--- config.mk ---
export PLATFORM = sky130hd
export DESIGN_NAME = bic_div
export DESIGN_NICKNAME = d
export VERILOG_FILES = /design/src/design/bic_pkg.sv /design/src/design/bic_div.sv
export SDC_FILE = /design/constraint.sdc
export NUM_CORES = 1
export LEC_CHECK = 0
export BUFFER_PORTS_ARGS = -buffer_cell sky130_fd_sc_hd__buf_2
export CAP_MARGIN = 10
export CELL_PAD_IN_SITES_DETAIL_PLACEMENT = 1
export CELL_PAD_IN_SITES_GLOBAL_PLACEMENT = 1
export CORE_MARGIN = 2
export CORE_UTILIZATION = 42
export CTS_CLUSTER_SIZE = 14
export DETAILED_ROUTE_END_ITERATION = 7
export GPL_TIMING_DRIVEN = 0
export PLACE_DENSITY = 0.88
export SLEW_MARGIN = 20
export SYNTH_ARGS = -nofsm -noshare
export SYNTH_HDL_FRONTEND = slang
export SYNTH_SLANG_ARGS = --single-unit
--- constraint.sdc ---
create_clock -name clk -period 6.85 [get_ports clk]
set_input_delay 2.055 -clock clk [delete_from_list [all_inputs] [get_ports clk]]
set_output_delay 2.055 -clock clk [all_outputs]
set_load 0.01 [all_outputs]
--- src/design/bic_pkg.sv ---
package bic_pkg;

  // line buffer
  localparam int MAX_LINES   = 64;
  localparam int LINE_AW     = $clog2(MAX_LINES);
  localparam int CNT_W       = LINE_AW + 1;
  localparam int LINE_EXTENT = 645;

  // datapath widths
  localparam int COORD_W = 24;
  localparam int C_W     = 36;
  localparam int PROD_W  = C_W + COORD_W;
  localparam int ANG_W   = 19;
  localparam int NUM_W   = 58;
  localparam int DEN_W   = 36;
  localparam int STEP_W  = 6;
  localparam int SUM_W   = 23;
  localparam int PCNT_W  = 12;
  localparam int QDEPTH  = 2;
  localparam int QAW     = $clog2(QDEPTH);

  // cordic
  localparam int CORDIC_STEPS = 16;
  localparam int CIDX_W       = $clog2(CORDIC_STEPS);
  localparam int CORDIC_SCALE = 20;
  localparam int CORDIC_W     = 46;

  localparam int ANGLE_LIMIT     = 74868;
  localparam int ONE_RADIAN      = 65536;
  localparam int FRONT_DIV_STEPS = 23;

  typedef struct packed {
    logic [9:0] xs;
    logic [9:0] ys;
    logic [9:0] xe;
    logic [9:0] ye;
    logic       last;
  } seg_t;

  typedef struct packed {
    logic signed [COORD_W-1:0] dx;
    logic signed [COORD_W-1:0] dy;
    logic signed [C_W-1:0]     c;
    logic signed [ANG_W-1:0]   ang;
  } line_t;

  typedef struct packed {
    line_t line;
    logic  last;
  } qentry_t;

  typedef struct packed {
    logic                    start;
    logic signed [NUM_W-1:0] num;
    logic signed [DEN_W-1:0] den;
    logic [STEP_W-1:0]       steps;
  } div_req_t;

  typedef struct packed {
    logic                    done;
    logic signed [NUM_W-1:0] quo;
  } div_rsp_t;

  typedef struct packed {
    logic [9:0]        cx;
    logic [9:0]        cy;
    logic [PCNT_W-1:0] count;
    logic              overflow;
  } result_t;

  typedef enum logic [3:0] {
    F_IDLE, F_NUM, F_D1GO, F_D1W, F_D3GO, F_D3W, F_C1, F_C2, F_ROT, F_PUSH
  } front_state_t;

  typedef enum logic [4:0] {
    B_IDLE, B_START, B_RDI, B_GETI, B_RDJ, B_GETJ, B_MUL, B_CHK,
    B_DXGO, B_DXW, B_DYGO, B_DYW, B_NEXT,
    B_MEANX, B_MXW, B_MYGO, B_MYW, B_OUT
  } back_state_t;

  // arctangent of 2^-i in Q16 radians, rounded
  function automatic logic signed [ANG_W-1:0] atan_tab(input logic [CIDX_W-1:0] idx);
    logic signed [ANG_W-1:0] v;
    case (idx)
      4'd0:    v = 19'sd51472;
      4'd1:    v = 19'sd30386;
      4'd2:    v = 19'sd16055;
      4'd3:    v = 19'sd8150;
      4'd4:    v = 19'sd4091;
      4'd5:    v = 19'sd2047;
      4'd6:    v = 19'sd1024;
      4'd7:    v = 19'sd512;
      4'd8:    v = 19'sd256;
      4'd9:    v = 19'sd128;
      4'd10:   v = 19'sd64;
      4'd11:   v = 19'sd32;
      4'd12:   v = 19'sd16;
      4'd13:   v = 19'sd8;
      4'd14:   v = 19'sd4;
      4'd15:   v = 19'sd2;
      default: v = '0;
    endcase
    return v;
  endfunction

endpackage

--- src/design/bic_div.sv ---
module bic_div (
  input  logic              clk,
  input  logic              rst,
  input  bic_pkg::div_req_t req,
  output bic_pkg::div_rsp_t rsp
);
  import bic_pkg::*;

  logic              busy;
  logic              done_r;
  logic              neg;
  logic [STEP_W-1:0] left;
  logic [DEN_W:0]    rem;
  logic [NUM_W-1:0]  q;
  logic [DEN_W-1:0]  dmag;

  logic [NUM_W-1:0]  num_mag;
  logic [DEN_W-1:0]  den_mag;
  logic [STEP_W-1:0] sh;
  logic [DEN_W:0]    rem_sh;
  logic              ge;
  logic [DEN_W:0]    rem_nx;

  // operand magnitudes, numerator aligned so only the needed steps run
  always_comb begin
    num_mag = req.num[NUM_W-1] ? -req.num : req.num;
    den_mag = req.den[DEN_W-1] ? -req.den : req.den;
    sh      = STEP_W'(NUM_W) - req.steps;
    rem_sh  = {rem[DEN_W-1:0], q[NUM_W-1]};
    ge      = rem_sh >= {1'b0, dmag};
    rem_nx  = ge ? rem_sh - {1'b0, dmag} : rem_sh;
  end

  // restoring divide, one quotient bit a cycle
  always_ff @(posedge clk) begin
    if (rst) begin
      busy   <= 1'b0;
      done_r <= 1'b0;
    end else begin
      done_r <= 1'b0;
      if (req.start) begin
        busy <= 1'b1;
        left <= req.steps;
        rem  <= '0;
        q    <= num_mag << sh;
        dmag <= den_mag;
        neg  <= req.num[NUM_W-1] ^ req.den[DEN_W-1];
      end else if (busy) begin
        rem  <= rem_nx;
        q    <= {q[NUM_W-2:0], ge};
        left <= left - 1'b1;
        if (left == STEP_W'(1)) begin
          busy   <= 1'b0;
          done_r <= 1'b1;
        end
      end
    end
  end

  // quotient truncated toward zero
  always_comb begin
    rsp.done = done_r;
    rsp.quo  = neg ? -$signed(q) : $signed(q);
  end

endmodule

# [Word level (Yosys, flattened, before mapping)]
# Index checks and enable logic that the tools add are counted.
[totals] ff_bits=139 in_bits=103
[classes] addsub=6 n_lt_le_gt_ge=1 n_eq_ne=1 shift=1 mux=13 bitwise_logic=3 reduce_logical=4
[ops] cell="$mux 58" n=4
[ops] cell="$neg 58->58" n=2
[ops] cell="$mux 36" n=2
[ops] cell="$shl 58x6->58" n=1
[ops] cell="$ge 37x36->1" n=1
[ops] cell="$neg 36->36" n=1
[ops] cell="$sub 36x36->36" n=1
[ops] cell="$mux 35" n=1
[ops] cell="$mux 6" n=2
[ops] cell="$eq 6x1->1 const B" n=1
[ops] cell="$sub 6x1->6 const B" n=1
[ops] cell="$sub 6x6->6 const A" n=1
[ops] cell="$mux 1" n=4
[ops] cell="$reduce_and 2->1" n=2
[ops] cell="$reduce_or 3->1" n=1
[ops] cell="$not 1->1" n=2
[ops] cell="$reduce_bool 2->1" n=1
[ops] cell="$xor 1x1->1" n=1

# [Logic depth before layout (Yosys ltp)]
[depth] ltp_word=4 ltp_mapped=14 depth_no_buf=13

# [Worst setup path before layout]
# OpenSTA, ideal clock, no wires.
[synth_path] kind="input-to-reg" start="input port req[100] (netlist name)" end="register left[0], enable pin" t_arrival_ps=6835 required_ps=6291 slack_ps=-545 path_stages=4 path_cell_list="clkbuf_1 > clkbuf_1 > nor2_1 > nor2_1"
[synth_via] elab_chain_cells=2
[synth_rtl] element="start: declaration" line_no="bic_div.sv:4" source="input bic_pkg::div_req_t req,"
[synth_rtl] element="$reduce_bool 2->1 (no line)"
[synth_rtl] element="$reduce_and 2->1 (no line)"
[synth_rtl] element="end signal: assignment" line_no="bic_div.sv:43" source="left <= req.steps;"
[synth_rtl] element="end signal: assignment" line_no="bic_div.sv:51" source="left <= left - 1'b1;"
[synth_rtl] element="end: declaration" line_no="bic_div.sv:12" source="logic [STEP_W-1:0] left;"
# No other way between the ends.
# A chain may end at the register's enable or synchronous reset.

# [Worst setup path in the final report]
[layout_path] start="input port req[1] (netlist name)" end="register q[47], data pin"
[layout_via] elab_chain_cells=3
[layout_rtl] element="$sub 6x6->6" line_no="bic_div.sv:28" source="sh = STEP_W'(NUM_W) - req.steps;"
[layout_rtl] element="$shl 58x6->58" line_no="bic_div.sv:45" source="q <= num_mag << sh;"
[layout_rtl] element="$mux 58" line_no="bic_div.sv:41" source="if (req.start) begin"
[layout_rtl] element="end signal: assignment" line_no="bic_div.sv:45"
[layout_rtl] element="end signal: assignment" line_no="bic_div.sv:50" source="q <= {q[NUM_W-2:0], ge};"
[layout_rtl] element="end: declaration" line_no="bic_div.sv:14" source="logic [NUM_W-1:0] q;"
# No other way between the ends.

==> impl_metrics.ini <==
[final_layout]
final_cell_count_no_fill = 2557
drive_above_1_share = 0.127
final_core_util = 0.484
final_common_cell = sky130_fd_sc_hd__nor2_1
area_growth_pct = 13.3
most-common-layout-cells = sky130_fd_sc_hd__nor2_1 (182), sky130_fd_sc_hd__nand2_1 (165), sky130_fd_sc_hd__buf_2 (145)
fin_nets = 2222
layout.cell_area.non_filler_um2 = 17700

[logic_synthesis]
synthesis.area_um2 = 15700
gate_count_of_the_mapped_netlist = 1911
mappedNetlistNets = 2057
yosys_warnings = 0
most_used_dff_post_synth = sky130_fd_sc_hd__edfxtp_1
asyncSetResetFlopFracSynth = 0
synth_edf_count = 137
synth.distinct_cells = 91
synth.avg_cell_area_um2 = 8.20
synth_seq_area_share = 0.265
ys_ff_latch = 139

[setup_path]
critPathMaxStageDelay_ps = 640
critical_path_required_ps = 7020
worst_path_max_delay_cell = sky130_fd_sc_hd__buf_1
worstSetupEndpointType = flip-flop
criticalPathCategory = in2reg
launching_element_type_of_the_critical_path = input port
path_common_cell = sky130_fd_sc_hd__clkbuf_1
cp_cell_sequence = buf_2, ha_1, clkbuf_1, buf_1, clkbuf_1, clkbuf_2, clkbuf_1, nor2_1, a21oi_1, a222oi_1, buf_4, mux2i_1, o32ai_1, a31oi_1, a21oi_1
worst-endpoint-arrival_ps = 6950
critical_path.top_delay_family = buffers and inverters
cp_max_fo = 10
cp_num_buf_inv = 7

[place]
gp_congestion = 0.994
place_area_um2 = 17100
dpl.cell_count = 2523
port_buffers = 139
hpwl_um = 52900

[sta]
rsz_0062_raised_after_global_routing = false
timing_hold_violations_final = 0
finalSetupViolCount = 0
fmaxAchievable_mhz = 147
period_share = 0.990
clock_skew_ps = 11.3
slew_at_the_pin_closest_to_its_max_slew_limit_ps = 1240
min_period_ps = 6780
max_slew_margin = 0.173
timing_max_transition_violations_final = 0

[routing]
detail-route-antenna-nets = 0
routed-via-count = 17200
route.final.wire_length_um = 67300
drcViolationCount = 0
detail_route.first_pass.iterations = 7
drt_first_iter_violations = 1598
route.detailed.wl_per_inst_um = 26.3
drt_via_density = 6.71

[run_status]
outcome = finished clean

[pwr]
vdd.ir_drop.worst_mv = 0.158
cellPowerDensity_nw_per_um2 = 214
total_leakage_power_nw = 6.43
intPower_w = 0.00225
power_frac_comb = 0.441
clock_power_share = 0.264
p_switching_w = 0.00154
power.switching_fraction = 0.406
power.sequential.fraction = 0.294

[global_route]
grt_max_degree = 29
grt_pass1_wl_um = 103000
first_global_vias = 17200
grtUsageTotal = 0.341
overflow = 0
antenna_violations_before_repair = 1

[flow_run]
max_cap_violations = 0

[floorplanning]
design.core.area_um2 = 36700
ioPinCount = 162
start_util = 0.427
die_y_um = 197
dieWidth_um = 197
floorplan.die_area_um2 = 38900
core_rows = 70

[worst_hold_path]
hold_path_class = reg2reg

[cts]
clockRootBuffer = sky130_fd_sc_hd__clkbuf_16
cts_htree_levels = 4
numClockSinks = 139
ctsLongestPathBuffers = 2
postCtsHoldBufs = 0
clock_latency_on_the_worst_skew_pair_ps = 440
tritoncts.num_buffers = 17
cts_tree = yes
cts.reportedPaths.clkPinSlew_ps = 60
## registers in the layout, summed over array words and instances, names as in the netlist
name,flops
busy,1
dmag,36
done_r,1
left,6
neg,1
q,58
rem,36
## through the flow
stage	total power, W	hold slack [ps]	setup WS [ps]	TNS, ps
final	0.00380	501	69.0	0
after global routing	0.00394	518	31.8	0
after floorplan	0.00217	466	1140	0
after detailed placement	0.00273	499	-590	-2900
after global placement	0.00267	499	-800	-81880
after CTS	0.00374	504	134	0
## cell type report
type	instances	area, µm²
fillers	4489	18900
multi-input cells	1560	10700
flip-flops and latches	139	4150
repair buffers	146	826
well taps	468	586
plain buffers	141	546
clock buffers	18	429
inverters	71	267
clock inverters	13	190
diodes	1	2.50
## cells in the mapped netlist (all sizes together) (34+ instances only)
| cell type | n | area share |
|---|---|---|
| a21oi | 94 | 0.030 |
| clkbuf | 110 | 0.026 |
| edfxtp | 137 | 0.26 |
| ha | 42 | 0.034 |
| inv | 70 | 0.017 |
| mux2i | 75 | 0.048 |
| nand2 | 165 | 0.040 |
| nand3 | 48 | 0.015 |
| nor2 | 184 | 0.044 |
| nor3 | 37 | 0.012 |
| nor4 | 34 | 0.015 |
| o21ai | 133 | 0.042 |
| o31ai | 41 | 0.020 |
| or4 | 34 | 0.017 |
| xnor2 | 135 | 0.075 |
| xor2 | 41 | 0.023 |
## worst paths after layout
check                           cells past startpoint  slack [ps]  endpoint    from
worst max-delay path                               15          70     q[47]  req[1]
worst min-delay path                                1         500    done_r    busy
worst max register to register                     12        2550    rem[3]  rem[6]
worst min register to register                      1         500    done_r    busy
## cells by family (layout without fill, tap and decap cells)
group	count (synthesis)	count (layout)	share of synthesized area
mux	112	112	0.0838
compound gates	572	572	0.257
simple gates	657	657	0.209
other cells	0	1	0
fa+ha+maj	43	43	0.0348
flops	139	139	0.265
xor+xnor	176	176	0.0984
buf+inv	212	389	0.0517
## timing repair
item,4_1_cts,5_1_grt
pin swaps,1,0
gates resized for setup,0,4
setup buffers,2,0
endpoints found under the setup margin,1,5
## per-layer routing
| layer | track usage | vias up | wire (µm) |
|---|---|---|---|
| met5 | 0 | - | 0 |
| met4 | 0.126 | 0 | 2350 |
| met3 | 0.0545 | 164 | 5780 |
| met2 | 0.543 | 945 | 30300 |
| met1 | 0.467 | 8438 | 28900 |
| li1 | - | 7610 | - |
## power by group through the flow
| stage | clock [W] | sequential [W] | combinational [W] |
|---|---|---|---|
| floorplan | 0 | 0.00111 | 0.00106 |
| global placement | 0 | 0.00113 | 0.00154 |
| CTS | 0.00100 | 0.00112 | 0.00163 |
| detailed placement | 0 | 0.00113 | 0.00160 |
| finish | 0.00100 | 0.00112 | 0.00168 |
| global route | 0.00103 | 0.00113 | 0.00178 |
## worst reg2reg max path, delay by kind of cell, from the launching register on
family	cells	cell delay, ps
AOI/OAI and AO/OA	6	1800
DFF	1	430
adders and majority gates	1	420
buffers and inverters	2	660
and+or+nand+nor	3	720
Power figures use the tool's default switching activity.
