==> src/design/bic_pkg.sv <==
package bic_pkg;

  // line buffer
  localparam int MAX_LINES   = 64;
  localparam int LINE_AW     = $clog2(MAX_LINES);
  localparam int CNT_W       = LINE_AW + 1;
  localparam int LINE_EXTENT = 645;

  // datapath widths
  localparam int COORD_W = 24;
  localparam int C_W     = 36;
  localparam int PROD_W  = C_W + COORD_W;
  localparam int ANG_W   = 19;
  localparam int NUM_W   = 58;
  localparam int DEN_W   = 36;
  localparam int STEP_W  = 6;
  localparam int SUM_W   = 23;
  localparam int PCNT_W  = 12;
  localparam int QDEPTH  = 2;
  localparam int QAW     = $clog2(QDEPTH);

  // cordic
  localparam int CORDIC_STEPS = 16;
  localparam int CIDX_W       = $clog2(CORDIC_STEPS);
  localparam int CORDIC_SCALE = 20;
  localparam int CORDIC_W     = 46;

  localparam int ANGLE_LIMIT     = 74868;
  localparam int ONE_RADIAN      = 65536;
  localparam int FRONT_DIV_STEPS = 23;

  typedef struct packed {
    logic [9:0] xs;
    logic [9:0] ys;
    logic [9:0] xe;
    logic [9:0] ye;
    logic       last;
  } seg_t;

  typedef struct packed {
    logic signed [COORD_W-1:0] dx;
    logic signed [COORD_W-1:0] dy;
    logic signed [C_W-1:0]     c;
    logic signed [ANG_W-1:0]   ang;
  } line_t;

  typedef struct packed {
    line_t line;
    logic  last;
  } qentry_t;

  typedef struct packed {
    logic                    start;
    logic signed [NUM_W-1:0] num;
    logic signed [DEN_W-1:0] den;
    logic [STEP_W-1:0]       steps;
  } div_req_t;

  typedef struct packed {
    logic                    done;
    logic signed [NUM_W-1:0] quo;
  } div_rsp_t;

  typedef struct packed {
    logic [9:0]        cx;
    logic [9:0]        cy;
    logic [PCNT_W-1:0] count;
    logic              overflow;
  } result_t;

  typedef enum logic [3:0] {
    F_IDLE, F_NUM, F_D1GO, F_D1W, F_D3GO, F_D3W, F_C1, F_C2, F_ROT, F_PUSH
  } front_state_t;

  typedef enum logic [4:0] {
    B_IDLE, B_START, B_RDI, B_GETI, B_RDJ, B_GETJ, B_MUL, B_CHK,
    B_DXGO, B_DXW, B_DYGO, B_DYW, B_NEXT,
    B_MEANX, B_MXW, B_MYGO, B_MYW, B_OUT
  } back_state_t;

  // arctangent of 2^-i in Q16 radians, rounded
  function automatic logic signed [ANG_W-1:0] atan_tab(input logic [CIDX_W-1:0] idx);
    logic signed [ANG_W-1:0] v;
    case (idx)
      4'd0:    v = 19'sd51472;
      4'd1:    v = 19'sd30386;
      4'd2:    v = 19'sd16055;
      4'd3:    v = 19'sd8150;
      4'd4:    v = 19'sd4091;
      4'd5:    v = 19'sd2047;
      4'd6:    v = 19'sd1024;
      4'd7:    v = 19'sd512;
      4'd8:    v = 19'sd256;
      4'd9:    v = 19'sd128;
      4'd10:   v = 19'sd64;
      4'd11:   v = 19'sd32;
      4'd12:   v = 19'sd16;
      4'd13:   v = 19'sd8;
      4'd14:   v = 19'sd4;
      4'd15:   v = 19'sd2;
      default: v = '0;
    endcase
    return v;
  endfunction

endpackage

==> src/design/bic_front.sv <==
module bic_front (
  input  logic              clk,
  input  logic              rst,
  input  logic              in_valid,
  output logic              in_ready,
  input  bic_pkg::seg_t     in_seg,
  output logic              push,
  output bic_pkg::qentry_t  push_entry,
  input  logic              q_full,
  output bic_pkg::div_req_t div_req,
  input  bic_pkg::div_rsp_t div_rsp
);
  import bic_pkg::*;

  localparam logic signed [COORD_W-1:0] EXT_S = COORD_W'(LINE_EXTENT);
  localparam logic signed [COORD_W-1:0] NEG1  = COORD_W'(-1);
  localparam logic signed [COORD_W-1:0] ONE_C = COORD_W'(1);

  front_state_t state, state_next;

  seg_t                       seg;
  logic signed [COORD_W-1:0]  n1, n3;
  logic signed [COORD_W-1:0]  a0, a1, a2, a3;
  logic signed [C_W-1:0]      cp, c;
  logic signed [CORDIC_W-1:0] cx, cy;
  logic signed [ANG_W-1:0]    z, ang;
  logic [CIDX_W-1:0]          cidx;
  logic                       neg;

  logic [10:0]                sum_xx, sum_yy;
  logic signed [COORD_W-1:0]  mx_s, my_s, p_s, q_s;
  logic signed [COORD_W-1:0]  dn, dd, dd_abs;
  logic signed [CORDIC_W-1:0] sx, sy, x_nx, y_nx;
  logic signed [ANG_W-1:0]    z_nx;
  logic                       general;

  // midpoint and direction of the segment
  always_comb begin
    sum_xx  = {1'b0, seg.xs} + {1'b0, seg.xe};
    sum_yy  = {1'b0, seg.ys} + {1'b0, seg.ye};
    mx_s    = $signed({{(COORD_W-10){1'b0}}, sum_xx[10:1]});
    my_s    = $signed({{(COORD_W-10){1'b0}}, sum_yy[10:1]});
    p_s     = $signed({{(COORD_W-10){1'b0}}, seg.xe}) - $signed({{(COORD_W-10){1'b0}}, seg.xs});
    q_s     = $signed({{(COORD_W-10){1'b0}}, seg.ys}) - $signed({{(COORD_W-10){1'b0}}, seg.ye});
    general = (seg.xs != seg.xe) && (seg.ys != seg.ye);
    dn      = a2 - a0;
    dd      = a1 - a3;
    dd_abs  = dd[COORD_W-1] ? -dd : dd;
  end

  // one cordic vectoring step
  always_comb begin
    sx   = cx >>> cidx;
    sy   = cy >>> cidx;
    x_nx = cx;
    y_nx = cy;
    z_nx = z;
    if (cy > 0) begin
      x_nx = cx + sy;
      y_nx = cy - sx;
      z_nx = z + atan_tab(cidx);
    end else if (cy < 0) begin
      x_nx = cx - sy;
      y_nx = cy + sx;
      z_nx = z - atan_tab(cidx);
    end
  end

  // state register
  always_ff @(posedge clk) begin
    if (rst) begin
      state <= F_IDLE;
    end else begin
      state <= state_next;
    end
  end

  // next state
  always_comb begin
    state_next = state;
    case (state)
      F_IDLE: if (in_valid) state_next = F_NUM;
      F_NUM:  state_next = general ? F_D1GO : F_C1;
      F_D1GO: state_next = F_D1W;
      F_D1W:  if (div_rsp.done) state_next = F_D3GO;
      F_D3GO: state_next = F_D3W;
      F_D3W:  if (div_rsp.done) state_next = F_C1;
      F_C1:   state_next = F_C2;
      F_C2:   state_next = ((a0 != a2) && (a1 != a3)) ? F_ROT : F_PUSH;
      F_ROT:  if (cidx == CIDX_W'(CORDIC_STEPS - 1)) state_next = F_PUSH;
      F_PUSH: if (!q_full) state_next = F_IDLE;
      default: state_next = F_IDLE;
    endcase
  end

  // outputs
  always_comb begin
    in_ready      = (state == F_IDLE);
    push          = (state == F_PUSH) && !q_full;
    div_req.start = (state == F_D1GO) || (state == F_D3GO);
    div_req.num   = (state == F_D3GO) ? NUM_W'(n3) : NUM_W'(n1);
    div_req.den   = DEN_W'(q_s);
    div_req.steps = STEP_W'(FRONT_DIV_STEPS);
    push_entry.line.dx  = a0 - a2;
    push_entry.line.dy  = a1 - a3;
    push_entry.line.c   = c;
    push_entry.line.ang = ang;
    push_entry.last     = seg.last;
  end

  // datapath
  always_ff @(posedge clk) begin
    case (state)
      F_IDLE: begin
        if (in_valid) seg <= in_seg;
      end
      F_NUM: begin
        n1 <= my_s * q_s - (mx_s + ONE_C) * p_s;
        n3 <= my_s * q_s + (EXT_S - mx_s) * p_s;
        if (seg.xs == seg.xe) begin
          a0 <= NEG1;
          a1 <= my_s;
          a2 <= EXT_S;
          a3 <= my_s;
        end else if (seg.ys == seg.ye) begin
          a0 <= mx_s;
          a1 <= '0;
          a2 <= mx_s;
          a3 <= EXT_S;
        end else begin
          a0 <= NEG1;
          a2 <= EXT_S;
        end
      end
      F_D1W: begin
        if (div_rsp.done) a1 <= COORD_W'(div_rsp.quo);
      end
      F_D3W: begin
        if (div_rsp.done) a3 <= COORD_W'(div_rsp.quo);
      end
      F_C1: begin
        cp <= C_W'(a0 * a3);
      end
      F_C2: begin
        c    <= cp - C_W'(a1 * a2);
        cidx <= '0;
        z    <= '0;
        neg  <= dn[COORD_W-1] ^ dd[COORD_W-1];
        cx   <= CORDIC_W'(dd_abs) <<< CORDIC_SCALE;
        cy   <= CORDIC_W'(dn[COORD_W-1] ? -dn : dn) <<< CORDIC_SCALE;
        if (a0 == a2) begin
          ang <= '0;
        end else if (a1 == a3) begin
          ang <= ANG_W'(ONE_RADIAN);
        end
      end
      F_ROT: begin
        cx   <= x_nx;
        cy   <= y_nx;
        z    <= z_nx;
        cidx <= cidx + 1'b1;
        if (cidx == CIDX_W'(CORDIC_STEPS - 1)) ang <= neg ? -z_nx : z_nx;
      end
      default: begin
      end
    endcase
  end

endmodule

==> config.mk <==
export PLATFORM = sky130hd
export DESIGN_NAME = bic_front
export DESIGN_NICKNAME = d
export VERILOG_FILES = /design/src/design/bic_pkg.sv /design/src/design/bic_front.sv
export SDC_FILE = /design/constraint.sdc
export NUM_CORES = 2
export LEC_CHECK = 0
export BUFFER_PORTS_ARGS = -buffer_cell sky130_fd_sc_hd__buf_2
export CAP_MARGIN = 10
export CORE_ASPECT_RATIO = 2
export CORE_MARGIN = 2
export CORE_UTILIZATION = 39
export DETAILED_ROUTE_END_ITERATION = 10
export SKIP_LAST_GASP = 1
export SYNTH_ARGS = -nofsm -noshare
export SYNTH_HDL_FRONTEND = slang
export SYNTH_SLANG_ARGS = --single-unit
==> constraint.sdc <==
create_clock -name clk -period 33.1 [get_ports clk]
set_input_delay 6.62 -clock clk [delete_from_list [all_inputs] [get_ports clk]]
set_output_delay 6.62 -clock clk [all_outputs]
set_load 0.05 [all_outputs]
* Word-level counts from Yosys, hierarchy flattened *
Memory sizes are Yosys's and may differ from the RTL's. A register that Yosys moved wholly into a read port is not among the register bits.
Index checks and enable logic that the tools add are counted.

word-level totals
  bits in registers = 382
  bits in read-only memories = 512
  bits of input ports = 104
  output and inout bits = 207
  word-level logic and storage cells = 137
  memories kept = 2

memory list
  memory           words  bits a word  rd ports  clocked after memory_dff  wr ports  RTL line       text
  (no name shown)  16     16           1         1                         0         bic_pkg.sv:84  case (idx)
  (no name shown)  16     16           1         1                         0         bic_pkg.sv:84

operators by class
  $add $sub $neg = 22
  multipliers = 5
  magnitude comparators = 2
  equal/unequal tests = 26
  shift-type cells = 2
  multiplexer cells = 39
  bitwise logic cells = 2
  reductions and logical operators = 16

operators with widths
  cell                 number
  $mux 46              4
  $pmux 46 s2          2
  $mux 19              9
  $mux 24              7
  $pmux 24 s2          2
  $add 46x46->46       2
  $sshr 46x4->46       2
  $sub 46x46->46       2
  $pmux 19 s2          2
  $mux 58              1
  $gt 46x1->1 const B  1
  $lt 46x1->1 const B  1
  $mul 11x11->22       2
  $pmux 4 s10          1
  $mul 24x24->36       1
  $sub 36x36->36       1
  $mul 24x11->35       1
  $mux 4               7
  $mux 26              1
  $neg 24->26          1
  $eq 24x11->1         1
  $eq 24x24->1         1
  $ne 24x11->1         1
  $ne 24x24->1         1
  other kinds (37)     60

* Depth between registers and ports, before layout *
  word-level depth = 10
  mapped depth = 47
  depth with buffers taken out = 47

* Worst setup path before layout *
Ideal clock, no wire load.

  path kind = in2out
  from = input port q_full
  to = output port push
  arrival time = 7274 ps
  required time = 26480 ps
  path slack = 19206 ps
  stages = 1
  buffers on the path = 0
  path through = nor2_1

between the ends
  longest elaborated chain between the ends = 2

RTL lines
  element             RTL line         text
  start: declaration  bic_front.sv:9   input logic q_full,
  $logic_not 1->1     bic_front.sv:99  push = (state == F_PUSH) && !q_full;
  $logic_and 1x1->1   bic_front.sv:99
  end: declaration    bic_front.sv:7   output logic push,

No other way between the ends.

* Final worst setup path *
Same ends and word-level chain as after synthesis.

==> results.py <==
metrics = {
    "timing": {
        "finalSetupViolations": 0,
        "rsz0062_at_grt": "false",
        "fmax_mhz": 73.0,
        "maxSlewHeadroom": 0.116,
        "finalHoldViolations": 0,
        "finalSetupTns_ps": 0,
        "max_slew.worst_pin.slew_ps": 1320,
        "slew_violations": 0,
        "final.setup_skew_ps": 38.4,
        "min_period_ps": 13700,
        "fin_crit_sh": 0.414,
    },
    "worst_setup_path": {
        "rr_worst_depth": 43,
        "startpoint_type": "input port",
        "crit_path_start": "q_full",
        "endpoint_kind": "output pin",
        "worstPathRequired_ps": 26480,
        "cp.arrival_ps": 7080,
        "crit_end": "push",
        "worstPathMaxFanout": 2,
        "crit-reg2reg-launch": "seg[22]$_DFFE_PP_",
        "rrSetupSlack_ps": 20600,
        "crit_type": "in2out",
        "r2r_end": "n3[21]$_DFFE_PN_",
    },
    "clock_network": {
        "cts_setup_buffers": 0,
        "cts_max_level": 2,
        "clk_latency_ps": 690,
        "numCtsBuffers": 45,
        "cts_root_buffer": "clkbuf_16",
        "cts.sinks": 380,
        "tritoncts": "done",
        "holdBufCountCts": 0,
        "cts.clk_slew.worst_paths_ps": 70,
        "cts_resized": 0,
        "clk_path_buf_depth": 3,
    },
    "finish": {
        "final_common_cell": "inv_1",
        "num-fill-cells": 16975,
        "nets": 8911,
        "area_growth_pct": 7.49,
        "final_cell_mix": "inv_1, fa_1, nand2_1",
        "drive_gt1_frac": 0.0911,
    },
    "logic_synthesis": {
        "async_flop_share": 0,
        "yosys_warnings": 0,
        "synth_seq_area_share": 0.167,
        "synth_flop_cell": "edfxtp_1",
        "synth_cell_types": 90,
        "synth_area_sq_um": 67100,
        "ys_ff_latch": 380,
        "synth_enable_flop_cells": 360,
        "syn_area_per_cell_sq_um": 9.28,
        "synth_cells": 7235,
    },
    "global_route": {
        "grt_overflow": 0,
        "first_global_vias": 56977,
        "grt_pass1_wl_mm": 337,
        "grt.total_usage": 0.257,
        "antenna_found_initial": 30,
        "grt_max_degree": 133,
    },
    "floorplanning": {
        "initial_utilization": 0.392,
        "die_y_um": 591,
        "core_area_sq_um": 171000,
        "rows": 215,
        "die-width_um": 297,
        "die-area_sq_um": 176000,
        "num_io_pins": 311,
    },
    "placed_design": {
        "portBuffers": 269,
        "gp_congestion": 0.990,
        "dp_hpwl_mm": 183,
    },
    "flow_run": {
        "maxCapViolCount": 0,
    },
    "min_path": {
        "hold_class": "reg2reg",
    },
    "detailed_routing": {
        "wl_per_cell_um": 23.3,
        "vias": 52828,
        "wl_mm": 224,
        "dr.first_iter.drc_count": 2773,
        "drc": 0,
        "detail-route-antenna-nets": 0,
        "drtPass1Iterations": 6,
        "drt-vias-per-instance": 5.48,
    },
    "run_status": {
        "status": "finished clean",
    },
}
kinds of logic after synthesis:
group,count (synthesis),share of synthesized area
flip-flops,380,0.167
multiplexers,255,0.0558
other,2,0.000112
AO/OA/AOI/OAI,1149,0.109
buffers and inverters,1468,0.0886
XOR/XNOR,495,0.0646
adder cells (fa/ha/maj),1504,0.377
AND/OR/NAND/NOR,1982,0.138
cell usage after synthesis, types with 25 or more instances:
cell | number | area [sq um]
and2_1 | 299 | 1870
mux2i_1 | 96 | 961
or3_1 | 25 | 156
buf_4 | 79 | 593
o21ai_0 | 246 | 1230
xnor2_1 | 311 | 2720
ha_1 | 637 | 7970
nor2_1 | 536 | 2010
mux2_2 | 69 | 777
a21o_1 | 156 | 1170
and3_1 | 33 | 206
a21oi_1 | 349 | 1750
o21a_1 | 36 | 270
inv_1 | 1111 | 4170
mux4_2 | 88 | 1980
a31oi_1 | 44 | 275
nand2b_1 | 68 | 425
nor4_1 | 28 | 175
nand3_1 | 62 | 310
o21bai_1 | 72 | 541
buf_1 | 29 | 109
fa_1 | 867 | 17400
clkbuf_1 | 206 | 773
o31ai_1 | 33 | 248
nand4_1 | 29 | 181
nand2_1 | 703 | 2640
edfxtp_1 | 360 | 10800
xor2_1 | 184 | 1610
nor2b_1 | 51 | 319
nor3_1 | 76 | 380
a211oi_1 | 29 | 218
flip-flops by register name, summed over array words and instances (netlist names), 11 cells and up, named ones only:
register and flops:
seg 40, a3 24, cy 46, n1 24, c 36, z 19
cp 36, a1 24, n3 23, ang 19, a0 11, cx 46
layout make-up:
type | instances | area [sq um] | area share
multi-input cells | 5392 | 50100 | 0.694
flip-flops and latches | 380 | 11200 | 0.155
inverters | 1120 | 4200 | 0.0583
well taps | 2278 | 2850 | 0.0395
repair buffers | 364 | 2080 | 0.0289
clock buffers | 50 | 1190 | 0.0165
clock inverters | 34 | 487 | 0.00675
diodes | 15 | 37.5 | 0.000520
how the worst min path moves through the flow:
stage,start,slack (ps),cells past startpoint,to
after floorplan,a3[0]$_DFFE_PP_,550,1,cp[0]$_DFFE_PP_
after global placement,z[18]$_SDFFCE_PN0N_,620,2,z[18]$_SDFFCE_PN0N_
after detailed placement,state[3]$_SDFFE_PP0P_,630,1,state[1]$_SDFFE_PP0P_
after CTS,state[3]$_SDFFE_PP0P_,650,1,state[1]$_SDFFE_PP0P_
after global routing,state[3]$_SDFFE_PP0P_,690,1,state[1]$_SDFFE_PP0P_
final,state[3]$_SDFFE_PP0P_,650,1,state[1]$_SDFFE_PP0P_
through the flow:
stage          utilization  hold WS [ps]  instance area [sq um]  worst slack, ps  std cells
6_report             0.421           654                  72100            19400       9633
5_1_grt              0.421           686                  72100            19380       9620
4_1_cts              0.421           648                  72100            19390       9617
3_5_place_dp         0.411           631                  70400            19390       9533
3_3_place_gp         0.411           622                  70400            19390       9533
2_1_floorplan            -           555                  67100            19210       7240
per-layer routing:
metal | wire length [um] | GRT usage
met5 | 79 | 0
met4 | 27600 | 0.257
met3 | 11400 | 0.0389
met2 | 119000 | 0.488
met1 | 66300 | 0.224
critical path: stages:
cell and delay (ps):
buf_2 100, nor2_1 80, buf_2 270
Power is left out: the tool's default activity adds up to more than one toggle a clock period on the data nets, which glitch-free logic cannot reach.
