## src/design/bic_pkg.sv

```systemverilog
package bic_pkg;

  // line buffer
  localparam int MAX_LINES   = 64;
  localparam int LINE_AW     = $clog2(MAX_LINES);
  localparam int CNT_W       = LINE_AW + 1;
  localparam int LINE_EXTENT = 645;

  // datapath widths
  localparam int COORD_W = 24;
  localparam int C_W     = 36;
  localparam int PROD_W  = C_W + COORD_W;
  localparam int ANG_W   = 19;
  localparam int NUM_W   = 58;
  localparam int DEN_W   = 36;
  localparam int STEP_W  = 6;
  localparam int SUM_W   = 23;
  localparam int PCNT_W  = 12;
  localparam int QDEPTH  = 2;
  localparam int QAW     = $clog2(QDEPTH);

  // cordic
  localparam int CORDIC_STEPS = 16;
  localparam int CIDX_W       = $clog2(CORDIC_STEPS);
  localparam int CORDIC_SCALE = 20;
  localparam int CORDIC_W     = 46;

  localparam int ANGLE_LIMIT     = 74868;
  localparam int ONE_RADIAN      = 65536;
  localparam int FRONT_DIV_STEPS = 23;

  typedef struct packed {
    logic [9:0] xs;
    logic [9:0] ys;
    logic [9:0] xe;
    logic [9:0] ye;
    logic       last;
  } seg_t;

  typedef struct packed {
    logic signed [COORD_W-1:0] dx;
    logic signed [COORD_W-1:0] dy;
    logic signed [C_W-1:0]     c;
    logic signed [ANG_W-1:0]   ang;
  } line_t;

  typedef struct packed {
    line_t line;
    logic  last;
  } qentry_t;

  typedef struct packed {
    logic                    start;
    logic signed [NUM_W-1:0] num;
    logic signed [DEN_W-1:0] den;
    logic [STEP_W-1:0]       steps;
  } div_req_t;

  typedef struct packed {
    logic                    done;
    logic signed [NUM_W-1:0] quo;
  } div_rsp_t;

  typedef struct packed {
    logic [9:0]        cx;
    logic [9:0]        cy;
    logic [PCNT_W-1:0] count;
    logic              overflow;
  } result_t;

  typedef enum logic [3:0] {
    F_IDLE, F_NUM, F_D1GO, F_D1W, F_D3GO, F_D3W, F_C1, F_C2, F_ROT, F_PUSH
  } front_state_t;

  typedef enum logic [4:0] {
    B_IDLE, B_START, B_RDI, B_GETI, B_RDJ, B_GETJ, B_MUL, B_CHK,
    B_DXGO, B_DXW, B_DYGO, B_DYW, B_NEXT,
    B_MEANX, B_MXW, B_MYGO, B_MYW, B_OUT
  } back_state_t;

  // arctangent of 2^-i in Q16 radians, rounded
  function automatic logic signed [ANG_W-1:0] atan_tab(input logic [CIDX_W-1:0] idx);
    logic signed [ANG_W-1:0] v;
    case (idx)
      4'd0:    v = 19'sd51472;
      4'd1:    v = 19'sd30386;
      4'd2:    v = 19'sd16055;
      4'd3:    v = 19'sd8150;
      4'd4:    v = 19'sd4091;
      4'd5:    v = 19'sd2047;
      4'd6:    v = 19'sd1024;
      4'd7:    v = 19'sd512;
      4'd8:    v = 19'sd256;
      4'd9:    v = 19'sd128;
      4'd10:   v = 19'sd64;
      4'd11:   v = 19'sd32;
      4'd12:   v = 19'sd16;
      4'd13:   v = 19'sd8;
      4'd14:   v = 19'sd4;
      4'd15:   v = 19'sd2;
      default: v = '0;
    endcase
    return v;
  endfunction

endpackage

```

## src/design/bic_queue.sv

```systemverilog
module bic_queue (
  input  logic             clk,
  input  logic             rst,
  input  logic             push,
  input  bic_pkg::qentry_t push_entry,
  output logic             full,
  input  logic             pop,
  output bic_pkg::qentry_t head,
  output logic             empty
);
  import bic_pkg::*;

  qentry_t        entries [QDEPTH];
  logic [QAW-1:0] wr_ptr, rd_ptr;
  logic [QAW:0]   fill;

  assign full  = (fill == (QAW+1)'(QDEPTH));
  assign empty = (fill == '0);
  assign head  = entries[rd_ptr];

  // storage
  always_ff @(posedge clk) begin
    if (push) entries[wr_ptr] <= push_entry;
  end

  // pointers and fill level
  always_ff @(posedge clk) begin
    if (rst) begin
      wr_ptr <= '0;
      rd_ptr <= '0;
      fill   <= '0;
    end else begin
      if (push) wr_ptr <= wr_ptr + 1'b1;
      if (pop)  rd_ptr <= rd_ptr + 1'b1;
      if (push && !pop) fill <= fill + 1'b1;
      else if (pop && !push) fill <= fill - 1'b1;
    end
  end

endmodule

```

## config.mk

```make
export PLATFORM = sky130hd
export DESIGN_NAME = bic_queue
export DESIGN_NICKNAME = d
export VERILOG_FILES = /design/src/design/bic_pkg.sv /design/src/design/bic_queue.sv
export SDC_FILE = /design/constraint.sdc
export NUM_CORES = 1
export LEC_CHECK = 0
export BUFFER_PORTS_ARGS = -buffer_cell sky130_fd_sc_hd__buf_2
export CORE_MARGIN = 8
export CORE_UTILIZATION = 55
export DETAILED_ROUTE_END_ITERATION = 12
export PLACE_DENSITY = 0.94
export SLEW_MARGIN = 15
export SYNTH_ARGS = -nofsm -noshare
export SYNTH_HDL_FRONTEND = slang
export SYNTH_SLANG_ARGS = --single-unit
```

## constraint.sdc

```tcl
create_clock -name clk -period 8.5 [get_ports clk]
set_input_delay 0.85 -clock clk [delete_from_list [all_inputs] [get_ports clk]]
set_output_delay 0.85 -clock clk [all_outputs]
set_load 0.05 [all_outputs]
```

==> Word-level counts from Yosys, hierarchy flattened <==
Memory sizes are Yosys's and may differ from the RTL's. A register that Yosys moved wholly into a read port is not among the register bits.
Cells that the tools add are included.
{ "word_totals": {"register_bits": 4, "latchBits": 0, "mem_bits_rw": 208, "mem_bits_ro": 0, "out_inout_bits": 106, "wordCells": 21, "mem_count": 1} }
{ "op_classes": {"addsub": 4, "mul": 0, "div_mod_pow": 0, "order_cmp": 0, "eq_ne": 1, "shifts": 0, "n_mux": 6, "n_bitwise": 0, "n_reduce_logical": 6} }
{ "memory_table": {"columns": ["memory", "depth", "word_bits", "read_ports", "rd_clocked_by_memory_dff", "write_ports", "line", "source"], "rows": [
  ["entries", 2, 104, 1, 1, 1, "bic_queue.sv:13", "qentry_t entries [QDEPTH];"]
]} }
{ "op_table": {"columns": ["operator", "n"], "rows": [
  ["two-way mux 1 bit", 4],
  ["two-way mux 2 bit", 2],
  ["adder 1 bit, second input constant", 2],
  ["adder 2 x 1 -> 2 bit, second input constant", 1],
  ["equality test 2 bit, second input constant", 1],
  ["logical AND 1 bit", 2],
  ["zero test 1 bit", 2],
  ["zero test 2 bit", 1],
  ["nonzero test 2 bit", 1],
  ["subtractor 2 x 1 -> 2 bit, second input constant", 1]
]} }

==> Longest topological paths before layout <==
Gate-level depths: netlist of run 1.
{ "depth": {"depth_word": 4, "depth_mapped": 5, "ltp_nobuf": 5} }

==> Least setup slack after synthesis of run 1 <==
Ideal clock, no wire load.
{ "synth_path": {"path_kind": "input to register", "start": "input port push", "end": "memory entries[0][0] (netlist name) (enable)", "arrival_ns": 5.373, "slack_ns": 2.547, "stages": 1, "path_buffers": 0, "cell_sequence": "nor2b_1"} }
{ "synth_via": {"elab_chain_len": 2} }
{ "synth_lines": {"columns": ["item", "line", "source"], "rows": [
  ["from (decl)", "bic_queue.sv:4", "input logic push,"],
  ["two-way mux 1 bit", "bic_queue.sv:23", "if (push) entries[wr_ptr] <= push_entry;"],
  ["two-way mux 1 bit (implied by the code)", "bic_queue.sv:23", null],
  ["to (decl)", "bic_queue.sv:13", null]
]} }
Every way passes these cells.

==> results of run 1 <==
[registers in the layout (all words and copies together), names as in the netlist, named ones only]
register,flops
wr_ptr,1
entries,208
fill,2
rd_ptr,1
[path summary, 6_finish.rpt]
| path | to | slack [ns] | depth (start not counted) |
|---|---|---|---|
| worst min register to register | fill[1] | 0.53 | 2 |
| worst max register to register | entries[1][92] | 6.32 | 2 |
| worst min-delay path | fill[1] | 0.53 | 2 |
| worst max-delay path | head[89] | 4.80 | 3 |
[cells in the mapped netlist]
master and instances:
a21oi_1 1, and2_1 1, buf_2 4, buf_6 7, buf_8 1, dfxtp_1 5
edfxtp_1 208, ha_1 1, inv_1 1, mux2_2 44, mux2_4 60, nor2_1 5
nor2b_1 2, o21ai_0 1, or3_1 1, xnor2_1 2, xor2_1 2
[stage by stage]
| step | utilization [%] | cell area [um2] | hold WS (ns) |
|---|---|---|---|
| 4_1_cts | 68.9 | 9860 | 0.534 |
| 3_3_place_gp | 64.2 | 9190 | 0.480 |
| 2_1_floorplan | - | 7960 | 0.461 |
| 3_5_place_dp | 64.2 | 9190 | 0.525 |
| 6_report | 68.9 | 9860 | 0.535 |
| 5_1_grt | 68.9 | 9860 | 0.553 |
[critical path, stage by stage (launching register included)]
cell,delay (ns)
dfxtp_4,0.86
buf_4,0.81
mux2_2,0.42
buf_2,0.21
[cells by family (layout without fill, tap and decap cells)]
logic type	after synthesis	after routing	share of synthesized area [%]
compound gates	2	2	0.126
xor+xnor	4	4	0.440
fa+ha+maj	1	1	0.157
buf+inv	13	254	1.48
flops	213	213	79.7
mux	104	104	17.5
other cells	0	1	0
simple gates	9	9	0.550
[layout make-up]
| cell class | count | area, um2 |
|---|---|---|
| clock buffers | 24 | 537 |
| multi-input cells | 120 | 1510 |
| well taps | 184 | 230 |
| diodes | 1 | 2.50 |
| inverters | 1 | 3.75 |
| flip-flops and latches | 213 | 6350 |
| repair buffers | 217 | 1100 |
| clock inverters | 12 | 131 |
| fillers | 916 | 4460 |
[routing by layer]
metal	vias up	share of wire, %	wire length, um	global-route usage, %
met4	0	1.1	170	3.48
met5	-	0	0	0
met3	16	8.7	1370	4.73
met1	2008	37	5890	18.7
li1	1825	-	-	-
met2	165	53	8350	29.9
[power groups by stage]
stage | Sequential, mW | Combinational, mW | Clock [mW]
finish | 1.26 | 0.435 | 0.889
global route | 1.26 | 0.455 | 0.942
CTS | 1.26 | 0.440 | 0.908
detailed placement | 1.28 | 0.439 | 0
global placement | 1.27 | 0.430 | 0
floorplan | 1.27 | 0.348 | 0
==> run metrics, run 1 <==
Pwr per Cell Area=262 nW/um2; number of global-route vias before repair=4509; Via density=5.20; post-layout min period=approximately 3.7 ns; worst skew pair latency=~0.47 ns; synth unique cells=17; CP Data Arrival Time=2.85 ns; Num CTS Buffers=21; Starting Density=between 50 and 60%; total global routing overflow=0; final hold vios=0; row cnt=44; worst-margin pin slew=approximately 0.9 ns; power share of the combinational group=between 10% and 20%; CP Capture Type=primary output; Top Ports=214; switching share of total power=26.3%; drt total wl=roughly 16000 um; Routed wire per std cell=about 20 um; GRT Total Usage=between 10% and 20%; Achievable Freq=approximately 0.27 GHz; most frequent cells in the layout=buf_2 (213), edfxtp_1 (208), mux2_4 (60); Final #Nets=683; Post-Synthesis Cells=between 300 and 400; max_cap viols=0; largest fanout on the critical path=55; relative slew slack=between 30% and 40%; total power=~2.6 mW; post-CTS resize count=0; Critical Path RT=7.65 ns; drt pass-1 iters=6; Via Count=4014; antenna violations before repair=0; DR DRC count=0; r2r startpoint=wr_ptr; Internal=1.90 mW; global placement routability congestion=0.714; die width=136 um; Detailed Route Iter0 Violations=295; Mapped Area=7960 um2; RSZ-0062 raised after global routing=false; crit path launch type=flip-flop; H-tree levels=1; clk buf depth=3; sw power=roughly 0.68 mW; Synth-to-Final Area Change=23.8%; Post-CTS Setup Bufs=0; Tcrit/Tclk final=approximately 44%; Final Max Slew Viols=0; status=complete, no violations; synth warn=0; root buf cell=clkbuf_16; Post-Syn Nets=455; die outline height=136 um; cts hold-fix bufs=0; clock share of power=about a third; Place WS=between 5 and 6 ns; antenna viol nets, final=0; # port buffers=approximately 210; final worst slack=4.80 ns; final setup fails=0; clock sinks=approximately 210; layout cells sized above 1=60.3%; Worst-path clk slew=0.06 ns; sequential share of the synthesized area=roughly 80%; Yosys top cell area share=78.5%; DP HPWL=11100 um; sequential power share=48.7%; dominant cells by area after synthesis=edfxtp_1 (78%), mux2_4 (11%), mux2_2 (6.2%), dfxtp_1 (1.3%), buf_6 (0.99%); CP Class=reg -> out; Core Region=~14000 um2; CTS tree=yes; wire length of the first global-routing pass=23800 um; largest net degree at the start of global routing=58; Avg Cell Area, Syn=23.0 um2; Hold Startpoint=fill[1]; commonest non-fill, non-tap cell in the layout=buf_2; maximum vdd ir drop=219 uV; FF+latch count, synth=213; die footprint=18600 um2; static leakage=3.86 nW; Fin Setup TNS=0 ns; non-filler instance count after layout=approximately 770; Placed Cells=between 700 and 800; HP Class=reg -> reg; largest area contributor in the netlist=edfxtp_1; Layout Skew=about 0.0071 ns
(Power assumes the default switching activity.)
==> run 2, diff against run 1 <==
Settings changed: ABC_AREA from default to 1, CORE_UTILIZATION 55 to 52, PLACE_DENSITY 0.94 to 0.9.
Clock period 8.5 ns to 3.7 ns, I/O delays scaled along.
==> run 2 against run 1 <==
  * Setup slack worse by 3.7 ns
  * Clock power up 130%
  * Cell count up 2.3%
  * Via count up 0.47%
  * Hold slack worse by 0.46 ns
  * Sequential power up 130%
  * Sequential share of layout area down 0.29 points
  * First-iteration DRC count down 30%
  * Power up 120%
  * Clock-buffer cell count up 6
  * Global-route usage down 1.1 points
  * Combinational power up 120%
  * Highest routed layer is now met5
==> run metrics, run 2 <==
crit path to=head[18]; die footprint=19600 um2; worst skew pair latency=~0.48 ns; CP Data Arrival Time=about 2.3 ns; # port buffers=213; top post-synthesis cells by count=edfxtp_1 (208), mux2_4 (60), mux2_2 (44), inv_1 (9); # diodes=0; Avg Cell Area, Syn=22.4 um2; die width=140 um; RSZ-0062 raised after global routing=false; HP Class=in -> reg; area of the multi-input gates=between 1000 and 1500 um2; static leakage=3.89 nW; antenna viol nets, final=0; root buf cell=clkbuf_16; maximum vdd ir drop=around 440 uV; Hold WS=about 0.070 ns; Pwr per Cell Area=between 500 and 600 nW/um2; drt total wl=roughly 16000 um; CP Class=reg -> out; fillers=1044; Via Count=4033; Mapped Area=7980 um2; global placement routability congestion=0.722; Top Ports=between 200 and 250; Post-Synthesis Cells=357; Core Region=15100 um2; DP HPWL=10800 um; cts hold-fix bufs=0; drt pass-1 iters=4; dominant cells by area after synthesis=edfxtp_1 (78%), mux2_4 (11%), mux2_2 (6.2%), dfxtp_1 (1.3%), buf_6 (0.99%); Detailed Route Iter0 Violations=206; synth unique cells=17; Post-CTS Setup Bufs=0; Tcrit/Tclk final=71.7%; post-layout min period=roughly 2.7 ns; sequential share of the synthesized area=79.5%; max reg flops=208; total global routing overflow=0; Placed Area=9250 um2; CTS tree=yes; Post-synth EDFFs=208; top-count cell post-synth=edfxtp_1; crit path launch type=flip-flop; final hold vios=0; most frequent cells in the layout=buf_2 (213), edfxtp_1 (208), mux2_4 (60); largest area contributor in the netlist=edfxtp_1; most flop-heavy register=entries; final setup fails=0; Final #Nets=696; R2R Setup Slk=about 1.7 ns; wire length of the first global-routing pass=23800 um; Fin Setup TNS=0 ns; row cnt=45; clock sinks=213; Yosys top cell area share=78.2%; top_reg_cell synth=edfxtp_1; Num CTS Buffers=21; H-tree levels=1; Routed wire per std cell=19.7 um; R2R Path End=entries[1][4]; Achievable Freq=0.377 GHz; layout cells sized above 1=between 50% and 60%; worst-margin pin slew=approximately 0.82 ns; Synth-to-Final Area Change=24.1%; Layout Skew=~0.0060 ns; FF+latch count, synth=213; clk buf depth=3; GRT Total Usage=between 10% and 20%; synth warn=0; post-CTS resize count=0; antenna violations before repair=1; Worst-path clk slew=0.06 ns; largest net degree at the start of global routing=60; relative slew slack=a little under half; number of global-route vias before repair=4466; Starting Density=52.9%; Final Max Slew Viols=0; commonest non-fill, non-tap cell in the layout=buf_2; max_cap viols=0; largest fanout on the critical path=34; DR DRC count=0; Post-Syn Nets=between 400 and 500; r2r startpoint=wr_ptr; Via density=5.11; Worst Reg-to-Reg Cells=3; status=complete, no violations; Post-synth ARST share=0%; finished layout cell area=9900 um2; die outline height=140 um; register area=6350 um2; Critical Path RT=3.33 ns; Regs by FF count=entries (208), fill (2); CP Capture Type=primary output
[run 2: cell count changes after synthesis, moves of 2 or more]
| cell | delta |
|---|---|
| nor2_1 | +2 |
| nand2_1 | +5 |
| nor2b_1 | -2 |
| xor2_1 | -2 |
| inv_1 | +8 |
[run 2: worst max-delay path, cell delays in order, from the launching register on]
cell and delay, ns:
dfxtp_4 0.66, buf_4 0.50, mux2_2 0.40, buf_2 0.21
[run 2: power by group]
part	switching [mW]	internal, mW
Combinational	0.657	0.295
Sequential	0.0479	2.79
Clock	0.814	1.19
Total	1.52	4.28
[run 2: cells by family after synthesis]
kind of cell	count (synthesis)	share of synthesized area, %
and+or+nand+nor	15	0.768
AOI/OAI and AO/OA	2	0.125
buffers and inverters	21	1.85
muxes	104	17.5
xor gates and xnor gates	1	0.110
DFF	213	79.5
adders and majority gates	1	0.157
[run 2: layer usage]
layer,track usage [%],vias up,part of all wire (%),wire (um)
li1,-,1857,-,-
met1,16.8,1990,38,5870
met2,27.9,164,53,8190
met3,5.37,20,8.3,1290
met4,3.71,2,1.4,212
met5,0,-,0.077,12
[run 2: stage by stage]
step | utilization [%] | setup slack, ns | power, mW | std cells
floorplan | - | 0.176 | 3.63 | 357
global placement | 61.3 | 1.57 | 3.83 | 752
detailed placement | 61.3 | 1.51 | 3.85 | 752
CTS | 65.6 | 0.979 | 5.87 | 790
global route | 65.6 | 0.912 | 6.01 | 790
finish | 65.6 | 1.05 | 5.80 | 790
[run 2: worst min-delay path by stage]
stage | startpoint | to | cells after the start
detailed placement | rd_ptr | rd_ptr | 2
global route | push_entry[103] | entries[0][103] | 1
CTS | push_entry[90] | entries[0][90] | 1
floorplan | rst | flip-flop | 1
finish | push_entry[1] | entries[0][1] | 1
global placement | rd_ptr | rd_ptr | 2
[run 2: area by class of cell]
type	instances	area share (%)
Sequential cell	213	64.1
Multi-Input combinational cell	123	15.1
Timing Repair Buffer	219	11.5
Clock buffer	30	5.65
Tap cell	188	2.38
Clock inverter	8	0.910
Inverter	9	0.366
